<file path="src/tlpt_pkg.sv">
// Package for the tensor layout planner tag block: item record, tag constants
// and the tag mixing function. No dependencies.
`timescale 1ns / 1ps
`default_nettype none
package tlpt_pkg;

    localparam int DIV_STAGES = 7;
    localparam int DIV_STEPS  = 4;
    localparam int MIX_STAGES = 8;
    localparam int BEAT_SHIFT = 4;
    localparam int ROW_SHIFT  = 9;

    localparam logic [63:0] TAG_BASIS = 64'hcbf29ce484222325;
    localparam logic [63:0] TAG_KIND  = 64'h0000000074656e73;

    // h ^ w times 0x100000001b3, as shifts and adds
    function automatic logic [63:0] mix_word(input logic [63:0] h, input logic [63:0] w);
        logic [63:0] x;
        x = h ^ w;
        return (x << 40) + (x << 8) + (x << 7) + (x << 5) + (x << 4) + (x << 1) + x;
    endfunction

    localparam logic [63:0] TAG_START = mix_word(TAG_BASIS, TAG_KIND);

    typedef struct packed {
        logic        zero;
        logic [7:0]  layout;
        logic [24:0] nredpad;
        logic [16:0] chunks;
        logic [5:0]  beats;
        logic [27:0] num;
        logic [11:0] rem;
        logic [27:0] quot;
        logic [23:0] groups;
        logic [24:0] noutpad;
        logic [40:0] prod;
        logic [63:0] lo_p;
        logic [40:0] hi_p;
        logic [72:0] full;
        logic [63:0] h;
    } item_t;

endpackage
`default_nettype wire

</file>
<file path="src/tlpt_mix.sv">
// One registered tag mixing stage; the item rides along.
// Depends on tlpt_pkg.
`timescale 1ns / 1ps
`default_nettype none
module tlpt_mix
(
    input  wire logic           clk,
    input  wire logic           rst_n,
    input  wire logic           en,
    input  wire logic [63:0]    word,
    input  wire logic           in_vld,
    input  tlpt_pkg::item_t     in_item,
    output logic                out_vld,
    output tlpt_pkg::item_t     out_item
);

    tlpt_pkg::item_t item_reg;
    tlpt_pkg::item_t item_next;
    logic            vld_reg;

    always_comb
    begin
        item_next   = in_item;
        item_next.h = tlpt_pkg::mix_word(in_item.h, word);
    end

    always_ff @(posedge clk or negedge rst_n)
    begin
        if (!rst_n)
            vld_reg <= 1'b0;
        else if (en)
            vld_reg <= in_vld;
    end

    always_ff @(posedge clk)
    begin
        if (en)
            item_reg <= item_next;
    end

    assign out_vld  = vld_reg;
    assign out_item = item_reg;

endmodule
`default_nettype wire

</file>
<file path="config.mk">
export PLATFORM = sky130hd
export DESIGN_NAME = tlpt_mix
export DESIGN_NICKNAME = d
export VERILOG_FILES = /design/src/tlpt_pkg.sv /design/src/tlpt_mix.sv
export SDC_FILE = /design/constraint.sdc
export NUM_CORES = 1
export LEC_CHECK = 0
export BUFFER_PORTS_ARGS = -buffer_cell sky130_fd_sc_hd__clkbuf_2
export CAP_MARGIN = 10
export CORE_AREA = 4 4 376 378
export CTS_BUF_LIST = sky130_fd_sc_hd__clkbuf_8
export CTS_CLUSTER_SIZE = 28
export DETAILED_ROUTE_END_ITERATION = 8
export DIE_AREA = 0 0 380 382
export GPL_TIMING_DRIVEN = 1
export PLACE_DENSITY_LB_ADDON = 0.2
export SLEW_MARGIN = 5
export SYNTH_ARGS = -nofsm -noshare
export SYNTH_HDL_FRONTEND = slang
export SYNTH_SLANG_ARGS = --single-unit
</file>
<file path="constraint.sdc">
create_clock -name clk -period 0.8 [get_ports clk]
set_input_delay 0.16 -clock clk [delete_from_list [all_inputs] [get_ports clk]]
set_output_delay 0.16 -clock clk [all_outputs]
set_load 0.02 [all_outputs]
</file>
Word level (Yosys, flattened, before mapping)
Cells that the tools add are included. W data, S select, Z words.

Logic and storage cells: 23. Input bits: 525. ROM bits: 0. Bits in writable memories: 0. Flip-flop bits (word level): 458. Bits in latches: 0. Memories kept: 0.

Shifts and indexed selects: 0. Order comparisons: 0. $add $sub $neg: 6. Reductions and logical operators: 0. Muxes and demuxes: 0. Bitwise logic cells: 1. $mul: 0. Divide/modulo/power cells: 0. Equal/unequal tests: 0.

Operators with widths (number): $add A64 B64 Y64 (6); $xor A64 B64 Y64 (1).

Depth between registers and ports, before layout
Word-level depth: 7. Depth in mapped cells: 23. Mapped depth without buffers: 21.

Least setup slack after synthesis
Ideal clock, no wire load.

Path kind: input -> register. From: in word[19]. To: reg item_reg (netlist bit out_item[63]) (data pin). Arrival time: 5186 ps. Required time: 532 ps. Setup slack: -4654 ps. Stages on the path: 21. Buffers on the path: 1. Cells stage by stage: xor2_1 -> clkbuf_1 -> inv_1 -> fa_1 -> inv_1 -> fa_1 -> inv_1 -> fa_1 -> inv_1 -> ha_1 -> ha_1 -> nand3_2 -> or4_4 -> a2111oi_4 -> o21a_2 -> nor2_2 -> o41ai_4 -> a2111oi_2 -> o31ai_2 -> a21oi_1 -> xnor3_1.

RTL lines: start, declared (line tlpt_mix.sv:10) `input wire logic [63:0] word,`; end signal, assigned (line tlpt_mix.sv:38) `item_reg <= item_next;`; end, declared (line tlpt_mix.sv:17) `tlpt_pkg::item_t item_reg;`.

==> metrics.yaml <==
pwr:
  fin_total_pwr_mw: 284
  worst_ir_drop_vdd_mv: 4.11
  power.static_leakage_nw: 21.3
  pwr_density_cell_nw_per_um2: 5830
place:
  finalWeightedCongestion: 0.898
  io_buffers: 982
  hpwlAfterDp_um: 132000
  placed_cells: 4959
clock_tree:
  ctsRootBufferMaster: "sky130_fd_sc_hd__clkbuf_8"
  cts_hold_buffers: 408
  ctsHtreeMaxLevel: 3
  path_clk_slew_ps: 70
  cts_max_path_buffers: 3
  cts_buffers: 85
  clk-insertion-delay-late_ps: 760
  tritoncts: "done"
  clock-sinks: 458
final_layout:
  final-instance-count-excl-fill: 5592
  nNetsFinal: 4558
  multiInputGateArea_um2: 13500
  layout_commonest_cell: "sky130_fd_sc_hd__clkbuf_2"
  fillers: 13600
  layout_common_cells: "sky130_fd_sc_hd__clkbuf_2, sky130_fd_sc_hd__edfxtp_1, sky130_fd_sc_hd__buf_4, sky130_fd_sc_hd__dlygate4sd3_1, sky130_fd_sc_hd__inv_1"
  area.sequential_um2: 13700
  final_layout_size_suffix_gt1_frac: 0.522
  layout-area-overhead-vs-synth_pct: 94.4
worst_setup_path:
  critical_path_class: "primary input to register"
  critPathBufInv: 5
  reg2reg_to: "out_vld"
  cp_slowest_stage_delay_ps: 570
  crit_path_top_delay_cell: "sky130_fd_sc_hd__or4b_4"
  critical_path_arrival_ps: 4950
  worst_path_dominant_cell_family: "adder cells"
  worst_r2r_startpoint: "out_vld"
  critical_path.startpoint_type: "primary input"
  worstRegToRegCells: 1
  cp_required_ps: 1290
  worst-r2r-setup-slack_ps: 10
  crit_path_frequent_cell: "sky130_fd_sc_hd__ha_4"
  timing.critical_path.fanout_max: 3
  crit_chain: "buf_8, buf_6, xor2_4, ha_4, xor2_4, fa_1, inv_2, fa_1, inv_2, ha_4, ha_4, a21o_1, a31o_4, nor3_4, a221oi_4, or4b_4, a211oi_2, buf_4, a311o_2, a31oi_4, a41oi_2, o41ai_2"
  timing.critical_path.to_type: "register"
global_route:
  grt_antenna_before_repair: 61
  grt_util_met1: 0.250
  use_met2: 0.339
  globalRoute.totalOverflow: 0
  grt_util_all_layers: 0.208
  use_met3: 0.0889
  globalRoute.busiestLayer: "met2"
  grt_first_pass_wirelength_um: 206000
  grt_pass1_vias: 23900
  grt_start_max_net_pins: 35
sta:
  timing.max_slew.rel_slack: 0.653
  timing_hold_violations_final: 0
  setup_ws_ps: -3660
  worst_pin_slew_ps: 515
  unrepaired_setup_endpoints_after_global_routing: "yes"
  timing.hold.ws_ps: 64.8
  achievable-frequency_ghz: 0.224
  setup_viol: 987
  worst_clock_skew_ps: 0
  final_min_period_over_clock_period: 5.58
  timing.final.crit_period_ps: 4460
  slew_viol_final: 0
  setup_tns_ps: -607320
die:
  die_height_um: 382
  die_x_um: 380
  core.rowCount: 136
  start_util: 0.182
  die-area_um2: 145000
  core_area_um2: 137000
  io_pins: 983
synthesis:
  synth.avg_cell_area_um2: 14.3
  synth.distinct_cells: 67
  synth_flop_cell: "sky130_fd_sc_hd__edfxtp_1"
  synth_largest_area_cell: "sky130_fd_sc_hd__edfxtp_1"
  synthesis.yosys.warnings: 0
  yosys.area.top_type_share: 0.547
  syn_inst: 1750
  synth_edf_count: 457
  netlist_area_um2: 25100
  synth.top_cells.by_area: "sky130_fd_sc_hd__edfxtp_1, sky130_fd_sc_hd__fa_1, sky130_fd_sc_hd__ha_1"
  ys_ff_latch: 458
  share_of_synthesized_registers_carrying_an_async_set_or_reset: 0.00218
  synth.yosys.seq_area_share: 0.548
  synthesis.nets: 2598
hold_path:
  hold-path-endpoint: "out_item[1]"
  hold_path.class: "primary input to register"
  hold_path_start: "in_item[0]"
  holdPathStages: 5
routing:
  drt_pass1_iterations: 7
  wire_per_inst_um: 27.6
  antenna_left: 0
  route.vias.total: 21900
  drt_drc_violations_left: 0
  detail_route.vias_per_cell: 3.92
  detail_route.iter0.violations: 1072
  drt_wl_total_um: 154000
run_status:
  run_status: "finished, violations left"
  violations: "setup timing"
run:
  timing.max_cap.violations: 0
[Yosys cell counts, types with 16 or more instances]
cell,count
sky130_fd_sc_hd__edfxtp_1,457
sky130_fd_sc_hd__xnor2_1,113
sky130_fd_sc_hd__nand2_1,49
sky130_fd_sc_hd__a21o_1,56
sky130_fd_sc_hd__clkbuf_1,23
sky130_fd_sc_hd__ha_1,147
sky130_fd_sc_hd__nor2_1,39
sky130_fd_sc_hd__o21ai_0,36
sky130_fd_sc_hd__a21oi_1,93
sky130_fd_sc_hd__maj3_1,25
sky130_fd_sc_hd__nand4_1,16
sky130_fd_sc_hd__inv_1,250
sky130_fd_sc_hd__xor2_1,136
sky130_fd_sc_hd__fa_1,176
[metal layers]
| metal | wire length [µm] | share of wire |
|---|---|---|
| met4 | 5550 | 0.036 |
| met5 | 211 | 0.0014 |
| met3 | 15200 | 0.098 |
| met2 | 71300 | 0.46 |
| met1 | 62300 | 0.40 |
[worst min-delay path, stage by stage]
cell                      delay, ps
sky130_fd_sc_hd__buf_6           90
sky130_fd_sc_hd__xnor2_4        140
sky130_fd_sc_hd__xnor2_2        120
sky130_fd_sc_hd__buf_4          150
sky130_fd_sc_hd__inv_1           40
[cell families (layout without fill, tap and decap cells)]
logic type / Yosys count / count (layout) / synth area share
adder cells (fa/ha/maj): 348 / 348 / 0.224
AND/OR/NAND/NOR: 143 / 143 / 0.0270
other: 0 / 19 / 0
buffers and inverters: 291 / 2320 / 0.0437
flip-flops: 458 / 458 / 0.548
multiplexers: 1 / 1 / 0.000449
XOR/XNOR: 251 / 251 / 0.0888
AO/OA/AOI/OAI: 258 / 258 / 0.0679
[worst max-delay path by stage]
stage | slack, ps | endpoint | cells past startpoint | start
after global placement | -4690 | out_item[60] | 20 | word[26]
after global routing | -3720 | out_item[60] | 22 | in_item[11]
after detailed placement | -4680 | out_item[60] | 23 | in_item[7]
after CTS | -3520 | out_item[63] | 21 | word[22]
final | -3660 | out_item[60] | 22 | in_item[11]
after floorplan | -4110 | out_item[60] | 21 | word[12]
[registers in the layout, indices dropped and copies added, names as in the netlist]
name,cells
out_item,457
out_vld,1
[cell type report]
class                   count  share of cell area
flip-flops and latches    458               0.282
repair buffers           1913               0.339
diodes                     19            0.000975
clock inverters            71              0.0123
inverters                 251              0.0194
well taps                1794              0.0460
multi-input cells        1001               0.276
clock buffers              85              0.0240
[timing repair]
item / CTS / global route
buffers inserted: 54 / 42
cloned: 0 / 0
hold endpoints to repair: 579 / 1
setup endpoints to repair: 519 / 965
pin swaps: 160 / 92
gates resized for setup: 663 / 416
[report_power, final]
part	switching, mW	internal, mW
Clock	11.7	13.0
Combinational	108	115
Sequential	1.94	35.1
[through the flow]
stage               setup slack (ps)  utilization  instance area [µm²]
floorplan                      -4110            -                26500
global placement               -4690        0.275                37800
detailed placement             -4680        0.275                37800
CTS                            -3520        0.344                47300
global route                   -3720        0.354                48700
finish                         -3660        0.355                48700
Note: power is estimated with default switching activity, not from simulation.
