**config.mk**
```make
export PLATFORM = sky130hd
export DESIGN_NAME = tlpt_div
export DESIGN_NICKNAME = d
export VERILOG_FILES = /design/src/tlpt_pkg.sv /design/src/tlpt_div.sv
export SDC_FILE = /design/constraint.sdc
export NUM_CORES = 2
export LEC_CHECK = 0
export BUFFER_PORTS_ARGS = -buffer_cell sky130_fd_sc_hd__buf_2
export CAP_MARGIN = 25
export CORE_MARGIN = 8
export CORE_UTILIZATION = 60
export DETAILED_ROUTE_END_ITERATION = 10
export PLACE_DENSITY = 0.78
export SYNTH_ARGS = -nofsm -noshare
export SYNTH_HDL_FRONTEND = slang
export SYNTH_SLANG_ARGS = --single-unit
export TNS_END_PERCENT = 10
```
**constraint.sdc**
```tcl
create_clock -name clk -period 22.3 [get_ports clk]
set_input_delay 5.575 -clock clk [delete_from_list [all_inputs] [get_ports clk]]
set_output_delay 5.575 -clock clk [all_outputs]
set_load 0.01 [all_outputs]
```
**src/tlpt_pkg.sv**
```systemverilog
// Package for the tensor layout planner tag block: item record, tag constants
// and the tag mixing function. No dependencies.
`timescale 1ns / 1ps
`default_nettype none
package tlpt_pkg;

    localparam int DIV_STAGES = 7;
    localparam int DIV_STEPS  = 4;
    localparam int MIX_STAGES = 8;
    localparam int BEAT_SHIFT = 4;
    localparam int ROW_SHIFT  = 9;

    localparam logic [63:0] TAG_BASIS = 64'hcbf29ce484222325;
    localparam logic [63:0] TAG_KIND  = 64'h0000000074656e73;

    // h ^ w times 0x100000001b3, as shifts and adds
    function automatic logic [63:0] mix_word(input logic [63:0] h, input logic [63:0] w);
        logic [63:0] x;
        x = h ^ w;
        return (x << 40) + (x << 8) + (x << 7) + (x << 5) + (x << 4) + (x << 1) + x;
    endfunction

    localparam logic [63:0] TAG_START = mix_word(TAG_BASIS, TAG_KIND);

    typedef struct packed {
        logic        zero;
        logic [7:0]  layout;
        logic [24:0] nredpad;
        logic [16:0] chunks;
        logic [5:0]  beats;
        logic [27:0] num;
        logic [11:0] rem;
        logic [27:0] quot;
        logic [23:0] groups;
        logic [24:0] noutpad;
        logic [40:0] prod;
        logic [63:0] lo_p;
        logic [40:0] hi_p;
        logic [72:0] full;
        logic [63:0] h;
    } item_t;

endpackage
`default_nettype wire

```
**src/tlpt_div.sv**
```systemverilog
// Pipelined restoring divider for the padded output length, four quotient bits
// per stage. Depends on tlpt_pkg.
`timescale 1ns / 1ps
`default_nettype none
module tlpt_div
(
    input  wire logic           clk,
    input  wire logic           rst_n,
    input  wire logic           en,
    input  wire logic [12:0]    per,
    input  wire logic           in_vld,
    input  tlpt_pkg::item_t     in_item,
    output logic                out_vld,
    output tlpt_pkg::item_t     out_item
);

    tlpt_pkg::item_t                  st_reg  [tlpt_pkg::DIV_STAGES];
    tlpt_pkg::item_t                  st_next [tlpt_pkg::DIV_STAGES];
    logic [tlpt_pkg::DIV_STAGES-1:0]  vld_reg;

    for (genvar s = 0; s < tlpt_pkg::DIV_STAGES; s++)
    begin : g_st
        tlpt_pkg::item_t src;
        logic            src_vld;

        if (s == 0)
        begin : g_first
            assign src     = in_item;
            assign src_vld = in_vld;
        end
        else
        begin : g_rest
            assign src     = st_reg[s-1];
            assign src_vld = vld_reg[s-1];
        end

        always_comb
        begin
            tlpt_pkg::item_t w;
            logic [12:0]     r;
            w = src;
            for (int k = 0; k < tlpt_pkg::DIV_STEPS; k++)
            begin
                r = {w.rem, w.num[27]};
                w.num = {w.num[26:0], 1'b0};
                if (r >= per)
                begin
                    w.rem  = 12'(r - per);
                    w.quot = {w.quot[26:0], 1'b1};
                end
                else
                begin
                    w.rem  = r[11:0];
                    w.quot = {w.quot[26:0], 1'b0};
                end
            end
            st_next[s] = w;
        end

        always_ff @(posedge clk or negedge rst_n)
        begin
            if (!rst_n)
                vld_reg[s] <= 1'b0;
            else if (en)
                vld_reg[s] <= src_vld;
        end

        always_ff @(posedge clk)
        begin
            if (en)
                st_reg[s] <= st_next[s];
        end
    end

    assign out_vld  = vld_reg[tlpt_pkg::DIV_STAGES-1];
    assign out_item = st_reg[tlpt_pkg::DIV_STAGES-1];

endmodule
`default_nettype wire

```
; ---- Word-level counts from Yosys, hierarchy flattened
; Memories as Yosys holds them, arrays and structs flattened.
; Cells that the tools add are included.
[classes]
n_addsub = 28
n_lt_le_gt_ge = 28
n_mux = 30
[op_table]
columns = op, count
row1 = 40-bit 2-to-1 mux, 28
row2 = 13-bit greater-or-equal comparator, 28
row3 = 12-bit subtractor, 28
row4 = 1-bit 2-to-1 mux, 2
[totals]
mem_bits_rw = 3171
input_bits = 474
wordCells = 94
out_inout_bits = 458
reg_bits = 7
memories = 1
[mem_list]
columns = name, words, width, rd, rd_ports_with_merged_regs, write_ports, line_no
row1 = st_reg, 7, 453, 7, 0, 7, tlpt_div.sv:17  ; tlpt_pkg::item_t st_reg [tlpt_pkg::DIV_STAGES];

; ---- Depth between registers and ports, before layout
; An unclocked memory read counts as a cell.
[logic_depth]
word_depth = 9
depth_mapped = 43
ltp_nobuf = 38

; ---- Worst setup path before layout
; No wires, ideal clock.
[synth_timing]
path_kind = input port to flip-flop
from = in per[1]
to = mem st_reg[2][367] (netlist name), data pin
required_time_ps = 22039
setup_ps = 261
slack_ps = 7273
arrival_time_ps = 14766
n_path_buf = 7
stages = 40
cell_sequence = inv_1 -> ha_1 -> nor2b_1 -> o31a_1 -> o31ai_1 -> and4_1 -> or2_2 -> clkbuf_1 -> buf_2 -> mux2_2 -> ha_1 -> clkbuf_1 -> o31a_1 -> a2111oi_0 -> or2_0 -> inv_2 -> buf_1 -> nor2_1 -> [... 4 more ...] -> or3_1 -> a21oi_1 -> o21a_1 -> a21o_1 -> clkbuf_1 -> clkbuf_1 -> o22ai_1 -> ha_1 -> o21a_1 -> o31a_1 -> o41ai_1 -> o21ai_0 -> nand2_1 -> a22o_1 -> inv_1 -> clkbuf_1 -> nor2_1 -> a221o_1
[synth_lines]
columns = element, line_no
row1 = "start, declared", tlpt_div.sv:10  ; input wire logic [12:0] per,
row2 = "end, declared", tlpt_div.sv:17

==> results.tsv <==
metric	value	unit
detailed_place_hpwl	136	mm
floorplan.rows	157	
cts_made_buffers	298	
reg2reg_from	st_reg[4][369]	
sequential_share_of_the_synthesized_area	0.822	
cts_root_buffer	sky130_fd_sc_hd__clkbuf_16	
count_of_fill_cells_added_during_filler_insertion	10800	
critical_path_peak_fanout	21	
insertion_delay	940	ps
crit_buf_inv	7	
antenna_violating_nets_left	0	
synth.area.mux_share	0.0195	
unrepaired_setup_endpoints_after_global_routing	no	
place.gp.congestion	0.881	
cts_num_sinks	3010	
areaGrowthSynthToFinish	15.5	%
grt_pass1_vias	54300	
timing.critical_path.slowest_cell_delay	610	ps
post_layout_nets	7748	
cts_max_path_buffers	4	
yosysMostFrequentCell	sky130_fd_sc_hd__edfxtp_1	
largest_register_ff_count	3003	
cpMaxStageDelayCell	sky130_fd_sc_hd__o22a_1	
synth_top_area_share	0.820	
crit_family	compound AO/OA/AOI/OAI gates	
worst_pin_slew	1110	ps
timing.clock.skew	65.9	ps
drt-initial-drc-count	4115	
tritoncts	yes	
cts_hold_repair.buffers	0	
synth_enable_flop_cells	3003	
mappedNetlistArea	110000	um2
critical-path-top-cell-by-count	sky130_fd_sc_hd__ha_1	
cts_htree_levels	5	
critPathLaunch	per[1]	
crit_path_end_kind	register	
final.min_clock_period	16420	ps
grt_antenna_before_repair	67	
synth_area_per_cell	19.3	um2
port_buffers	875	
min_path_type	reg2reg	
post_drt_wl_per_cell	24.0	um
design.core.area	182000	um2
grt_remaining_overflow	0	
yosysWarningCount	0	
netlist_instances	5689	
critical_path_class	in2reg	
combinational_family_with_the_most_area_after_synthesis	compound AO/OA/AOI/OAI gates	
global_route.usage.total	0.222	
finalWirelength	228	mm
vias	53400	
hold_path.startpoint	st_reg[5][334]	
worst_slew_margin_rel	0.260	
setup_viol_count_final	0	
post_route_cells_drive_above_1_share	0.223	
dieArea	197000	um2
ys_async_sr_fraction	0.00233	
hold_violations	0	
synth_top_area_cells	sky130_fd_sc_hd__edfxtp_1 (82%), sky130_fd_sc_hd__ha_1 (4.1%), sky130_fd_sc_hd__mux2_2 (1.7%), sky130_fd_sc_hd__xnor2_1 (1.2%), sky130_fd_sc_hd__a21oi_1 (1.0%)	
first_pass_iters	6	
synth_top_cells_by_count	sky130_fd_sc_hd__edfxtp_1 (3003), sky130_fd_sc_hd__ha_1 (364), sky130_fd_sc_hd__a21oi_1 (226)	
path_clk_slew	60	ps
count_of_unresolved_drc_violations_after_routing	0	
maxSlewViolCount	0	
fraction_of_the_mapped_netlist_area_in_compound_gates	0.0495	
post_synth_and_or_nand_nor_area_fraction	0.0354	
synth_xor_area_frac	0.0182	
synth_top_area_cell	sky130_fd_sc_hd__edfxtp_1	
cap_viol_max_count	0	
setup.worst_path.start_class	input port	
timing.setup.tns	0	ps
wire_length_of_the_first_global_routing_pass	330	mm
num_io_pins	932	
fmax	60.9	MHz
vias_per_cell	5.62	
netlist-cell-type-count	85	
start_util	0.602	
yosys_register_bits	3010	
worstPathRequired	22920	ps
postSynth.topFlopCell	sky130_fd_sc_hd__edfxtp_1	
yosys.area_share.adder	0.0465	
grt_max_degree	206	
die_x	444	um
run_status	completed	
post_cts_resized	0	
timing.final.crit_share	0.736	
worst-endpoint-arrival	17040	ps
cts.repair_timing.setup_buffer_count	0	
dieHeight	444	um
==> worst paths after layout <==
| check | end | slack, ps | depth (start not counted) |
|---|---|---|---|
| worst min register to register | st_reg[6][338] | 390 | 0 |
| worst max register to register | st_reg[5][364] | 11320 | 34 |
| worst max-delay path | st_reg[5][364] | 5880 | 38 |
| worst min-delay path | st_reg[6][338] | 390 | 0 |
| max in group asynchronous | out_vld | 17510 | 1 |
| min in group asynchronous | g_st[3].src_vld | 4520 | 1 |
==> per-stage QoR <==
stage / setup slack (ps) / std cells / util / instance area [um2] / hold slack (ps)
3_3_place_gp: 5230 / 8961 / 0.644 / 118000 / 400
4_1_cts: 5990 / 9464 / 0.695 / 127000 / 387
2_1_floorplan: 7270 / 5716 / - / 110000 / 400
3_5_place_dp: 5010 / 8961 / 0.644 / 118000 / 405
5_1_grt: 5060 / 9485 / 0.696 / 127000 / 389
6_report: 5880 / 9497 / 0.696 / 127000 / 385
==> per-layer routing <==
layer / GRT usage / routed length (um)
met1: 0.247 / 82000
met2: 0.407 / 121000
met3: 0.0541 / 15400
met4: 0.0937 / 9230
met5: 0 / 180
==> final cells by class <==
type,instances,area [um2],share of cell area
Antenna cell,27,67.6,0.000532
Inverter,156,586,0.00461
Tap cell,2385,2980,0.0235
Timing Repair Buffer,938,5070,0.0400
Sequential cell,3010,90400,0.712
Multi-Input combinational cell,2478,18700,0.147
Clock inverter,156,1530,0.0121
Clock buffer,347,7680,0.0605
==> kinds of logic after synthesis <==
logic type / after synthesis
AOI/OAI and AO/OA: 836
xor gates and xnor gates: 228
adders and majority gates: 392
buffers and inverters: 228
DFF: 3010
muxes: 192
other: 1
and+or+nand+nor: 802
==> cells in the final DEF (no fill, tap or decap), types with 34 or more instances in the layout <==
master                      synthesis  layout
sky130_fd_sc_hd__a21o_1            89      89
sky130_fd_sc_hd__a21oi_1          226     225
sky130_fd_sc_hd__a31oi_1           43      43
sky130_fd_sc_hd__buf_2              9     874
sky130_fd_sc_hd__buf_4             30      50
sky130_fd_sc_hd__clkbuf_1          29      47
sky130_fd_sc_hd__clkbuf_16          0     300
sky130_fd_sc_hd__clkinv_1           1      53
sky130_fd_sc_hd__clkinv_2           0      49
sky130_fd_sc_hd__edfxtp_1        3003    3003
sky130_fd_sc_hd__ha_1             364     364
sky130_fd_sc_hd__inv_1            150     149
sky130_fd_sc_hd__mux2_2           164     164
sky130_fd_sc_hd__nand2_1          182     182
sky130_fd_sc_hd__nand2b_1          34      34
sky130_fd_sc_hd__nand3_1           59      59
sky130_fd_sc_hd__nand4_1           41      41
sky130_fd_sc_hd__nor2_1           219     219
sky130_fd_sc_hd__nor2b_1           53      53
sky130_fd_sc_hd__nor3_1            78      78
sky130_fd_sc_hd__o21a_1            59      59
sky130_fd_sc_hd__o21ai_0          177     177
sky130_fd_sc_hd__xnor2_1          145     145
sky130_fd_sc_hd__xor2_1            83      83
Power is left out: the tool's default activity adds up to more than one toggle a clock period on the data nets, which glitch-free logic cannot reach.
